--- src/rtl/core/stack_machine_execute_unit_macros.svh ---
// Assertion helpers for the execute unit RTL.
`ifndef STACK_MACHINE_EXECUTE_UNIT_MACROS_SVH
`define STACK_MACHINE_EXECUTE_UNIT_MACROS_SVH

// Implication checked at every rising clock edge outside reset.
`define SMX_ASSERT_IMPL(label, clk, rst_n, ante, cons, msg) \
    label: assert property (@(posedge clk) disable iff (!rst_n) (ante) |-> (cons)) \
        else $error(msg);

// Implication whose consequence is checked in the next cycle.
`define SMX_ASSERT_NEXT(label, clk, rst_n, ante, cons, msg) \
    label: assert property (@(posedge clk) disable iff (!rst_n) (ante) |=> (cons)) \
        else $error(msg);

`endif

--- src/rtl/core/smx_pkg.sv ---
`timescale 1ns / 1ps
package smx_pkg;
    localparam int STACK_DEPTH = 64;
    localparam int VAR_COUNT   = 256;
    localparam int PC_WIDTH    = 32;
    localparam int SP_W  = $clog2(STACK_DEPTH);
    localparam int CNT_W = $clog2(STACK_DEPTH + 1);
    localparam int VAR_W = $clog2(VAR_COUNT);

    localparam logic [3:0] MODE_MASK      = 4'hf;
    localparam logic [3:0] MODE_IMMEDIATE = 4'h1;

    localparam logic [1:0] CMD_EXEC  = 2'd0;
    localparam logic [1:0] CMD_START = 2'd1;
    localparam logic [1:0] CMD_CLEAR = 2'd2;
    localparam logic [1:0] CMD_NONE  = 2'd3;

    localparam logic [3:0] OP_NOP   = 4'd0;
    localparam logic [3:0] OP_TRAP  = 4'd1;
    localparam logic [3:0] OP_HALT  = 4'd2;
    localparam logic [3:0] OP_EMIT  = 4'd3;
    localparam logic [3:0] OP_READ  = 4'd4;
    localparam logic [3:0] OP_PUSH  = 4'd5;
    localparam logic [3:0] OP_POP   = 4'd6;
    localparam logic [3:0] OP_ADD   = 4'd7;
    localparam logic [3:0] OP_SUB   = 4'd8;
    localparam logic [3:0] OP_MUL   = 4'd9;
    localparam logic [3:0] OP_DIV   = 4'd10;
    localparam logic [3:0] OP_JMP   = 4'd11;
    localparam logic [3:0] OP_JZ    = 4'd12;
    localparam logic [3:0] OP_JP    = 4'd13;

    localparam logic [2:0] ERR_NONE    = 3'd0;
    localparam logic [2:0] ERR_LINE    = 3'd1;
    localparam logic [2:0] ERR_UNDEF   = 3'd2;
    localparam logic [2:0] ERR_DIVZERO = 3'd3;
    localparam logic [2:0] ERR_UNDER   = 3'd4;
    localparam logic [2:0] ERR_OVER    = 3'd5;
    localparam logic [2:0] ERR_ILLEGAL = 3'd6;

    typedef struct packed {
        logic [1:0]  command;
        logic [3:0]  opcode;
        logic [3:0]  mode;
        logic signed [63:0] operand;
        logic signed [63:0] input_value;
    } smx_in_t;

    typedef struct packed {
        logic [PC_WIDTH-1:0] next_pc;
        logic                print_valid;
        logic signed [63:0]  print_value;
        logic                input_used;
        logic                halted;
        logic [2:0]          error_code;
    } smx_out_t;
endpackage

--- src/rtl/core/smx_div.sv ---
`timescale 1ns / 1ps
module smx_div import smx_pkg::*; (
    input  logic        clk,
    input  logic        rst_n,
    input  logic        start,
    input  logic [63:0] dividend,
    input  logic [63:0] divisor,
    output logic        done,
    output logic [63:0] quotient
);
    // Restoring divider on magnitudes, one quotient bit per cycle.
    logic [63:0] rem_reg, rem_next;
    logic [63:0] quo_reg, quo_next;
    logic [63:0] den_reg, den_next;
    logic        neg_reg, neg_next;
    logic [6:0]  cnt_reg, cnt_next;
    logic        busy_reg, busy_next;
    logic        done_reg, done_next;
    logic [64:0] trial;
    logic [64:0] diff;

    always_comb
    begin
        rem_next  = rem_reg;
        quo_next  = quo_reg;
        den_next  = den_reg;
        neg_next  = neg_reg;
        cnt_next  = cnt_reg;
        busy_next = busy_reg;
        done_next = 1'b0;
        trial = {rem_reg, quo_reg[63]};
        diff  = trial - {1'b0, den_reg};
        if (start)
        begin
            rem_next  = '0;
            quo_next  = dividend[63] ? (~dividend + 64'd1) : dividend;
            den_next  = divisor[63] ? (~divisor + 64'd1) : divisor;
            neg_next  = dividend[63] ^ divisor[63];
            cnt_next  = 7'd0;
            busy_next = 1'b1;
        end
        else if (busy_reg)
        begin
            if (!diff[64])
            begin
                rem_next = diff[63:0];
                quo_next = {quo_reg[62:0], 1'b1};
            end
            else
            begin
                rem_next = trial[63:0];
                quo_next = {quo_reg[62:0], 1'b0};
            end
            cnt_next = cnt_reg + 7'd1;
            if (cnt_reg == 7'd63)
            begin
                busy_next = 1'b0;
                done_next = 1'b1;
            end
        end
    end

    always_ff @(posedge clk or negedge rst_n)
    begin
        if (!rst_n)
        begin
            busy_reg <= 1'b0;
            done_reg <= 1'b0;
            cnt_reg  <= '0;
        end
        else
        begin
            busy_reg <= busy_next;
            done_reg <= done_next;
            cnt_reg  <= cnt_next;
        end
    end

    always_ff @(posedge clk)
    begin
        rem_reg <= rem_next;
        quo_reg <= quo_next;
        den_reg <= den_next;
        neg_reg <= neg_next;
    end

    assign done     = done_reg;
    assign quotient = neg_reg ? (~quo_reg + 64'd1) : quo_reg;
endmodule

--- config.mk ---
export PLATFORM = sky130hd
export DESIGN_NAME = smx_div
export DESIGN_NICKNAME = d
export VERILOG_FILES = /design/src/rtl/core/stack_machine_execute_unit_macros.svh /design/src/rtl/core/smx_pkg.sv /design/src/rtl/core/smx_div.sv
export SDC_FILE = /design/constraint.sdc
export NUM_CORES = 1
export LEC_CHECK = 0
export ABC_AREA = 1
export BUFFER_PORTS_ARGS = -buffer_cell sky130_fd_sc_hd__buf_2
export CAP_MARGIN = 20
export CORE_MARGIN = 2
export CORE_UTILIZATION = 38
export CTS_BUF_LIST = sky130_fd_sc_hd__clkbuf_8
export DETAILED_ROUTE_END_ITERATION = 8
export PLACE_DENSITY_LB_ADDON = 0.08
export SLEW_MARGIN = 25
export SYNTH_ARGS = -nofsm -noshare
export SYNTH_HDL_FRONTEND = slang
export SYNTH_SLANG_ARGS = --single-unit
--- constraint.sdc ---
create_clock -name clk -period 3.45 [get_ports clk]
set_input_delay 0.345 -clock clk [delete_from_list [all_inputs] [get_ports clk]]
set_output_delay 0.345 -clock clk [all_outputs]
set_load 0.02 [all_outputs]
==> impl_metrics.py, run 1 <==
metrics = {
    "logic_synthesis": {
        "synth_top_family_by_area": "simple AND/OR/NAND/NOR gates",
        "synth_enable_flop_cells": 129,
        "syn_area_um2": 20400,
        "netlist.area_leader.share_pct": 21.9,
        "synth-simple-area-share_pct": 40.4,
        "yosysSeqAreaShare_pct": 26.4,
        "synth_xor_area_share_pct": 8.20,
        "syn_inst": 3444,
        "synth_fa_ha_area_share_pct": 4.27,
        "yosys_warnings": 0,
        "synthMuxAreaShare_pct": 0,
        "ys_ff_latch": 202,
        "synth_ff_type": "edfxtp_1",
        "avgSynthCellArea_um2": 5.92,
        "yosys.area.top_type": "nand2_1",
        "synthArstFlopShare_pct": 4.46,
        "synth_cell_type_count": 49,
        "synthTopCellsByArea": "nand2_1 22%, edfxtp_1 19%, inv_1 13%, nor2_1 6.6%, dfxtp_1 6.3%",
        "synth-compound-area-share_pct": 6.05,
        "synth_nets": 3644,
    },
    "global_routing": {
        "grtUsageTotal_pct": 28.3,
        "grt_pass1_wl_mm": 121,
        "grt-ovfl-total": 0,
        "antenna_found_initial": 18,
        "grt_start_max_net_pins": 90,
        "grt_pass1_vias": 21137,
    },
    "floorplan": {
        "start_util_pct": 38.6,
        "core-area_um2": 52900,
        "rows": 84,
        "die_w_um": 236,
        "die_y_um": 236,
        "dieArea_um2": 55500,
        "io_pins": 196,
    },
    "worst_setup_path": {
        "crit_type": "reg2out",
        "cp-start-kind": "register",
        "worstPathRequired_ns": 3.11,
        "worstPathArrival_ns": 3.02,
        "crit_fanout": 4,
        "end_kind": "output port",
    },
    "status": {
        "outcome": "finished clean",
    },
    "place": {
        "post_dp_cell_area_um2": 22200,
        "gp_congestion": 1.02,
        "dp_slack_ns": 0.452,
        "hpwl_mm": 66.4,
        "io_buffers": 195,
    },
    "clock_tree": {
        "cts_sinks": 202,
        "clk_latency_ns": 0.63,
        "cts_buffers": 41,
        "tritoncts": "done",
        "cts.clk_slew.worst_paths_ns": 0.06,
        "cts_root_buffer": "clkbuf_8",
        "htree_levels": 2,
        "clk_path_buf_depth": 3,
    },
    "timing": {
        "fin_crit_ns": 3.36,
        "setup_violations": 0,
        "rsz0062_at_grt": "yes",
        "slew-limit-headroom_pct": 45.3,
        "period_share_pct": 97.4,
        "fmax_mhz": 297,
        "finClkSkew_ns": 0.0281,
        "finalHoldViolCount": 0,
        "worstMarginPinSlew_ns": 0.820,
        "slew_violations": 0,
        "fin_ws_ns": 0.0881,
    },
    "routing": {
        "drtAntennaViolNets": 0,
        "first_pass_iters": 5,
        "vias": 21942,
        "route.detailed.drc": 0,
        "wl_per_cell_um": 18.1,
        "drt_iter0_markers": 1709,
        "viasPerCell": 5.00,
        "drt_wl_total_mm": 79.5,
    },
    "pwr": {
        "p_leak_nw": 12.3,
        "ir_drop_v": 0.000172,
        "power_density_nw_per_um2": 331,
        "p_total_w": 0.00770,
    },
    "finish": {
        "utilization_pct": 44.1,
        "layout.nets": 3860,
        "drive_above_1_share_pct": 10.5,
        "final_cell_mix": "1184 x nand2_1, 706 x inv_1, 349 x nor2_1",
        "stdcell_area_um2": 23300,
        "area_delta_synth_final_pct": 14.2,
        "final_common_cell": "nand2_1",
    },
    "min_path": {
        "hp-class": "in2reg",
    },
    "job": {
        "cap_violations": 0,
    },
}
-- final timing paths --
| check | start | endpoint | slack [ns] | cells after the start |
|---|---|---|---|---|
| worst max-delay path | quo_reg[3] | quotient[51] | 0.09 | 11 |
| worst min-delay path | divisor[28] | den_reg[28] | 0.05 | 2 |
| worst max register to register | quo_reg[63] | rem_reg[4] | 0.49 | 20 |
| worst min register to register | cnt_reg[6] | done | 0.45 | 1 |
| max in group asynchronous | rst_n | cnt_reg[2] | 3.17 | 2 |
| min in group asynchronous | rst_n | cnt_reg[0] | 0.10 | 2 |
-- cells in the mapped netlist (all sizes together), types with 4 or more instances --
library cell / instances
a21oi: 69
a31oi: 7
and3: 4
buf: 21
clkbuf: 47
dfrtp: 9
dfxtp: 64
edfxtp: 129
ha: 68
inv: 706
nand2: 1210
nand3: 224
nand3b: 12
nand4: 61
nor2: 374
nor3: 43
nor4: 35
o211ai: 6
o21ai: 139
o31ai: 4
or2: 12
xnor2: 59
xor2: 132
-- final cells by class --
class                      instances  area (µm²)
antenna                            9        22.5
clock buffer                      46         633
clock inverter                    30         218
inverter                         707        2650
tap                              688         861
sequential                       202        5380
multi-input combinational       2467       12100
fill                            5797       29600
timing repair buffer             241        1420
-- worst max-delay path, cell delays in order, from the launching register on --
cell,delay [ns]
edfxtp_1,0.43
nor2_1,0.13
nand4_1,0.13
nor3_2,0.24
nand2_2,0.11
nor2_4,0.17
nand3b_1,0.25
inv_2,0.18
nand2_4,0.09
o21ai_1,0.19
xor2_1,0.27
buf_4,0.20
-- what timing repair did --
action / in CTS / in global routing
setup endpoints to repair: 16 / 29
setup buffers: 1 / 10
hold buffers: 3 / 0
resized for setup: 14 / 22
endpoints found under the hold margin: 11 / 0
pin swaps: 2 / 10
-- cell families after synthesis --
| family | after synthesis |
|---|---|
| xor gates and xnor gates | 191 |
| AOI/OAI and AO/OA | 230 |
| and+or+nand+nor | 1977 |
| DFF | 202 |
| adders and majority gates | 69 |
| buffers and inverters | 775 |
-- per-stage QoR --
step / TNS, ns / instances / hold WS [ns]
6_report: 0 / 4390 / 0.0539
5_1_grt: -0.327 / 4386 / 0.0412
4_1_cts: 0 / 4371 / 0.00309
3_5_place_dp: 0 / 4291 / 0.215
3_3_place_gp: 0 / 4291 / 0.207
2_1_floorplan: 0 / 3444 / 0.0494
-- where the power goes --
group | internal (W) | total [W] | switching (W)
combinational | 0.000645 | 0.00207 | 0.00143
clock | 0.00146 | 0.00270 | 0.00125
sequential | 0.00279 | 0.00292 | 0.000139
total | 0.00489 | 0.00770 | 0.00281
-- routing by layer --
metal	vias to the layer above	wire, µm	track usage [%]	part of all wire (%)
li1	11060	-	-	-
met1	10038	34700	36.1	44
met2	666	36800	47.8	46
met3	164	4540	4.16	5.7
met4	14	3370	12.0	4.2
met5	-	103	0	0.13
Power figures use the tool's default switching activity.
==> inputs of run 2 (changes only) <==
--- a/config.mk
+++ b/config.mk
@@ -5,7 +5,6 @@
 export SDC_FILE = /design/constraint.sdc
 export NUM_CORES = 1
 export LEC_CHECK = 0
-export ABC_AREA = 1
 export BUFFER_PORTS_ARGS = -buffer_cell sky130_fd_sc_hd__buf_2
 export CAP_MARGIN = 20
 export CORE_MARGIN = 2
==> impl_metrics.py, run 2 <==
metrics = {
    "status": {
        "outcome": "finished, violations left",
        "violations": "negative setup slack",
    },
    "clock_tree": {
        "cts_sinks": 202,
        "cts_buffers": 39,
        "tritoncts": "done",
        "htree_levels": 2,
        "cts_root_buffer": "clkbuf_8",
        "cts.clk_slew.worst_paths_ns": 0.06,
        "clk_path_buf_depth": 3,
        "clk_latency_ns": 0.59,
    },
    "logic_synthesis": {
        "synth_most_common_cell": "nand2_1",
        "avgSynthCellArea_um2": 8.43,
        "synth_top_family_by_area": "compound AO/OA/AOI/OAI gates",
        "syn_inst": 1841,
        "yosys_warnings": 0,
        "yosysSeqAreaShare_pct": 34.7,
        "netlist.area_leader.share_pct": 25.0,
        "synthArstFlopShare_pct": 4.46,
        "synth_fa_ha_area_share_pct": 5.61,
        "synth_nets": 2041,
        "synth_xor_area_share_pct": 14.0,
        "ys_ff_latch": 202,
        "yosys.area.top_type": "edfxtp_1",
        "synth_enable_flop_cells": 129,
        "synth_ff_type": "edfxtp_1",
        "synth_cell_type_count": 68,
        "synth-compound-area-share_pct": 22.3,
        "synthTopCellsByArea": "edfxtp_1 25%, xnor2_1 9.0%, dfxtp_1 8.3%, ha_1 5.5%, nand2_1 5.1%",
        "yosys-top-cells-count": "209 x nand2_1, 162 x nor2_1, 160 x xnor2_1, 151 x a21oi_1, 129 x edfxtp_1",
        "synthMuxAreaShare_pct": 0.790,
        "synth-simple-area-share_pct": 17.9,
        "syn_area_um2": 15500,
    },
    "worst_setup_path": {
        "worst_r2r_endpoint": "rem_reg[23]",
        "rrSetupSlack_ns": -0.05,
        "worstPathRequired_ns": 3.11,
        "cp-start-kind": "register",
        "endpoint": "quotient[61]",
        "end_kind": "output port",
        "worstReg2RegStart": "quo_reg[63]",
        "crit_start": "quo_reg[29]",
        "worstPathArrival_ns": 4.90,
        "crit_type": "reg2out",
        "crit_fanout": 5,
        "r2r_cells": 17,
    },
    "routing": {
        "first_pass_iters": 5,
        "drt_wl_total_mm": 49.6,
        "vias": 15177,
        "viasPerCell": 5.46,
        "wl_per_cell_um": 17.9,
        "drtAntennaViolNets": 0,
        "drt_iter0_markers": 777,
        "route.detailed.drc": 0,
    },
    "finish": {
        "final_common_cell": "buf_4",
        "num-fill-cells": 3921,
        "drive_above_1_share_pct": 31.4,
        "utilization_pct": 52.5,
        "area_delta_synth_final_pct": 37.2,
        "layout.nets": 2415,
        "final_cell_mix": "221 x buf_4, 162 x nor2_1, 162 x buf_2",
    },
    "pwr": {
        "p_leak_nw": 8.85,
        "ir_drop_v": 0.000342,
        "power_density_nw_per_um2": 643,
    },
    "timing": {
        "rsz0062_at_grt": "yes",
        "finalHoldViolCount": 0,
        "setup_violations": 56,
        "fin_crit_ns": 5.25,
        "slew_violations": 0,
        "period_share_pct": 152,
        "finClkSkew_ns": 0.0306,
        "worstMarginPinSlew_ns": 0.940,
        "fmax_mhz": 190,
        "timing.hold.ws_ns": 0.0581,
        "fin_ws_ns": -1.80,
        "slew-limit-headroom_pct": 37.3,
    },
    "place": {
        "hpwl_mm": 35.1,
        "gp_congestion": 0.870,
        "io_buffers": 195,
    },
    "global_routing": {
        "grt_pass1_vias": 14456,
        "grt-ovfl-total": 0,
        "grt_pass1_wl_mm": 74.8,
        "antenna_found_initial": 1,
        "grtUsageTotal_pct": 21.9,
        "grt_start_max_net_pins": 147,
    },
    "job": {
        "cap_violations": 0,
    },
    "floorplan": {
        "io_pins": 196,
        "rows": 74,
        "dieArea_um2": 42500,
        "start_util_pct": 38.3,
        "die_w_um": 206,
        "die_y_um": 206,
        "core-area_um2": 40600,
    },
    "min_path": {
        "hp-start": "divisor[38]",
        "hp-class": "in2reg",
    },
}
## run 2: final cells by class
type | count | area (µm²) | area share [%]
multi-input combinational | 1446 | 10700 | 50.4
sequential | 202 | 5380 | 25.3
timing repair buffer | 431 | 3290 | 15.5
tap | 532 | 666 | 3.13
clock buffer | 47 | 647 | 3.04
inverter | 95 | 357 | 1.67
clock inverter | 24 | 225 | 1.06
antenna | 1 | 2.50 | 0.0118
## run 2: cells by family after synthesis
family          count (synthesis)
buf+inv                       193
mux                            12
simple gates                  586
compound gates                531
xor+xnor                      248
flops                         202
fa+ha+maj                      69
## run 2: what timing repair did
action	CTS	global route
hold endpoints to repair	10	0
cloned	3	14
setup buffers	21	18
setup endpoints to repair	94	96
pin swaps	34	95
hold buffers	2	0
resized for setup	91	201
## run 2: worst min-delay path by stage
stage                        to  slack (ns)  cells after the start
detailed placement   cnt_reg[0]        0.21                      1
floorplan              busy_reg        0.05                      0
CTS                 den_reg[38]        0.01                      2
finish              den_reg[38]        0.06                      2
global route        den_reg[38]        0.03                      2
global placement     cnt_reg[0]        0.21                      1
## run 2: critical path: stages (launching register included)
cell,delay [ns]
edfxtp_1,0.38
or4_4,0.55
or4_4,0.43
or2_4,0.24
or3_4,0.38
or4_4,0.42
or4_4,0.45
or4_4,0.43
or3b_4,0.48
o41ai_4,0.28
xnor2_2,0.14
buf_4,0.15
## run 2: power by group
group	switching, W	leakage (nW)	total, W	internal, W
Sequential	0.000422	1.92	0.00351	0.00308
Combinational	0.00410	6.43	0.00751	0.00342
Clock	0.00108	0.498	0.00268	0.00161
## run 2: per-stage QoR
step           TNS (ns)  total power [W]  cell area (µm²)  setup WS (ns)  instances
4_1_cts          -28.50           0.0123            20100          -1.84       2746
2_1_floorplan     -9.15          0.00719            15800          -1.08       1841
3_3_place_gp     -25.78          0.00901            18600          -1.28       2656
3_5_place_dp     -27.41          0.00904            18600          -1.29       2656
6_report         -28.56           0.0137            21300          -1.80       2778
5_1_grt          -43.01           0.0145            21300          -1.95       2777
## run 2: layer usage
metal / up-vias / wire length [µm] / track usage [%] / part of all wire, %
met1: 7298 / 22400 / 29.2 / 45
met3: 58 / 2500 / 3.45 / 5.0
met2: 331 / 23900 / 37.4 / 48
met5: - / 0 / 0 / 0
met4: 0 / 855 / 4.87 / 1.7
li1: 7490 / - / - / -
==> inputs of run 3 (changes only) <==
--- a/config.mk
+++ b/config.mk
@@ -7,6 +7,7 @@
 export LEC_CHECK = 0
 export BUFFER_PORTS_ARGS = -buffer_cell sky130_fd_sc_hd__buf_2
 export CAP_MARGIN = 20
+export CORE_ASPECT_RATIO = 1.1
 export CORE_MARGIN = 2
 export CORE_UTILIZATION = 38
 export CTS_BUF_LIST = sky130_fd_sc_hd__clkbuf_8
==> impl_metrics.py, run 3 (same netlist as run 2, synthesis figures left out) <==
metrics = {
    "status": {
        "outcome": "finished, violations left",
        "violations": "negative setup slack",
    },
    "place": {
        "post_dp_cell_area_um2": 18700,
        "io_buffers": 195,
        "hpwl_mm": 34.8,
        "placed_cells": 2654,
        "dp_slack_ns": -1.34,
        "gp_congestion": 0.887,
    },
    "global_routing": {
        "antenna_found_initial": 0,
        "grt-ovfl-total": 0,
        "grt_pass1_wl_mm": 75.7,
        "grt_pass1_vias": 14803,
        "grtUsageTotal_pct": 22.0,
        "grt_start_max_net_pins": 182,
    },
    "min_path": {
        "hp-class": "in2reg",
    },
    "clock_tree": {
        "cts_buffers": 40,
        "cts_sinks": 202,
        "clk_latency_ns": 0.57,
        "htree_levels": 2,
        "cts.clk_slew.worst_paths_ns": 0.06,
        "clk_path_buf_depth": 3,
        "tritoncts": "done",
        "cts_root_buffer": "clkbuf_8",
    },
    "routing": {
        "drtAntennaViolNets": 0,
        "vias": 15148,
        "wl_per_cell_um": 18.0,
        "wl_met2_mm": 24.9,
        "top_layer_used": "met4",
        "drt_iter0_markers": 902,
        "route.detailed.drc": 0,
        "first_pass_iters": 5,
        "drt_wl_total_mm": 49.8,
        "met3_length_mm": 2.19,
        "viasPerCell": 5.47,
        "wl_met1_mm": 21.6,
    },
    "finish": {
        "multiInputGateArea_um2": 10700,
        "register_area_um2": 5380,
        "stdcell_area_um2": 21200,
        "final_common_cell": "buf_4",
        "area_delta_synth_final_pct": 36.5,
        "final_cell_mix": "219 x buf_4, 167 x buf_2, 162 x nor2_1",
        "drive_above_1_share_pct": 30.8,
        "stdcell_count": 2767,
        "layout.nets": 2423,
        "num-fill-cells": 3820,
        "utilization_pct": 52.6,
    },
    "pwr": {
        "ir_drop_v": 0.000337,
        "internal-power_w": 0.00792,
        "p_comb_share_pct": 56.6,
        "p_sw_share_pct": 41.6,
        "p_sw_w": 0.00563,
        "power_density_nw_per_um2": 640,
        "p_leak_nw": 8.71,
        "pwr-share-clk_pct": 17.2,
        "power_frac_seq_pct": 26.2,
    },
    "floorplan": {
        "start_util_pct": 38.5,
        "core-area_um2": 40300,
        "dieArea_um2": 42500,
        "rows": 77,
        "die_y_um": 216,
        "die_w_um": 197,
        "io_pins": 196,
    },
    "worst_setup_path": {
        "end_kind": "output port",
        "crit_type": "reg2out",
        "crit_fanout": 5,
        "worstPathArrival_ns": 4.90,
        "worstPathRequired_ns": 3.11,
        "rrSetupSlack_ns": -0.02,
        "cp-start-kind": "register",
    },
    "timing": {
        "worstMarginPinSlew_ns": 1.07,
        "fmax_mhz": 191,
        "slew-limit-headroom_pct": 28.7,
        "period_share_pct": 152,
        "rsz0062_at_grt": "yes",
        "setup_violations": 28,
        "fin_ws_ns": -1.79,
        "tns_ns": -28.92,
        "finalHoldViolCount": 0,
        "fin_crit_ns": 5.24,
        "finClkSkew_ns": 0.0194,
        "slew_violations": 0,
    },
    "job": {
        "cap_violations": 0,
    },
}
run 3: worst max-delay path: stages, from the launching register on:
cell	delay [ns]
edfxtp_1	0.40
or4_4	0.56
or4_4	0.43
or2_4	0.24
or3_4	0.38
or4_4	0.42
or4_4	0.44
or4_4	0.44
or3b_4	0.46
o41ai_4	0.27
xnor2_2	0.15
buf_4	0.16
run 3: stage by stage:
step,power [W],hold WS (ns)
after global placement,0.00902,0.209
after floorplan,0.00719,0.0494
after detailed placement,0.00905,0.214
final,0.0136,0.0617
after CTS,0.0121,0.0213
after global routing,0.0144,0.0318
run 3: power groups by stage:
stage	clock (W)	combinational [W]	sequential, W
after floorplan	0	0.00377	0.00342
after global placement	0	0.00553	0.00349
after detailed placement	0	0.00556	0.00350
after CTS	0.00242	0.00625	0.00347
after global routing	0.00251	0.00823	0.00362
final	0.00234	0.00767	0.00355
run 3: cell type report:
class,instances,area share (%)
clock buffer,45,2.92
tap,513,3.03
antenna,1,0.0118
clock inverter,27,0.644
sequential,202,25.4
timing repair buffer,438,15.9
multi-input combinational,1446,50.3
inverter,95,1.68
run 3: repair_timing:
action / in CTS / in global routing
endpoints found under the setup margin: 94 / 97
setup buffers: 11 / 15
cloned: 5 / 11
pin swaps: 23 / 113
gates resized for setup: 85 / 186
hold endpoints to repair: 9 / 0
hold buffers: 1 / 0
run 3: metal layers:
layer	global-route usage, %	up-vias
li1	-	7525
met5	0	-
met2	39.5	359
met4	6.12	0
met1	27.7	7183
met3	2.88	81
run 3: path summary, 6_finish.rpt:
kind                        startpoint           end  cells past startpoint
max                        quo_reg[29]  quotient[61]                     11
min                         divisor[0]    den_reg[0]                      1
max reg2reg                quo_reg[63]   rem_reg[28]                     17
min reg2reg                rem_reg[47]   rem_reg[47]                      2
max in group asynchronous        rst_n      busy_reg                      2
min in group asynchronous        rst_n    cnt_reg[6]                      2
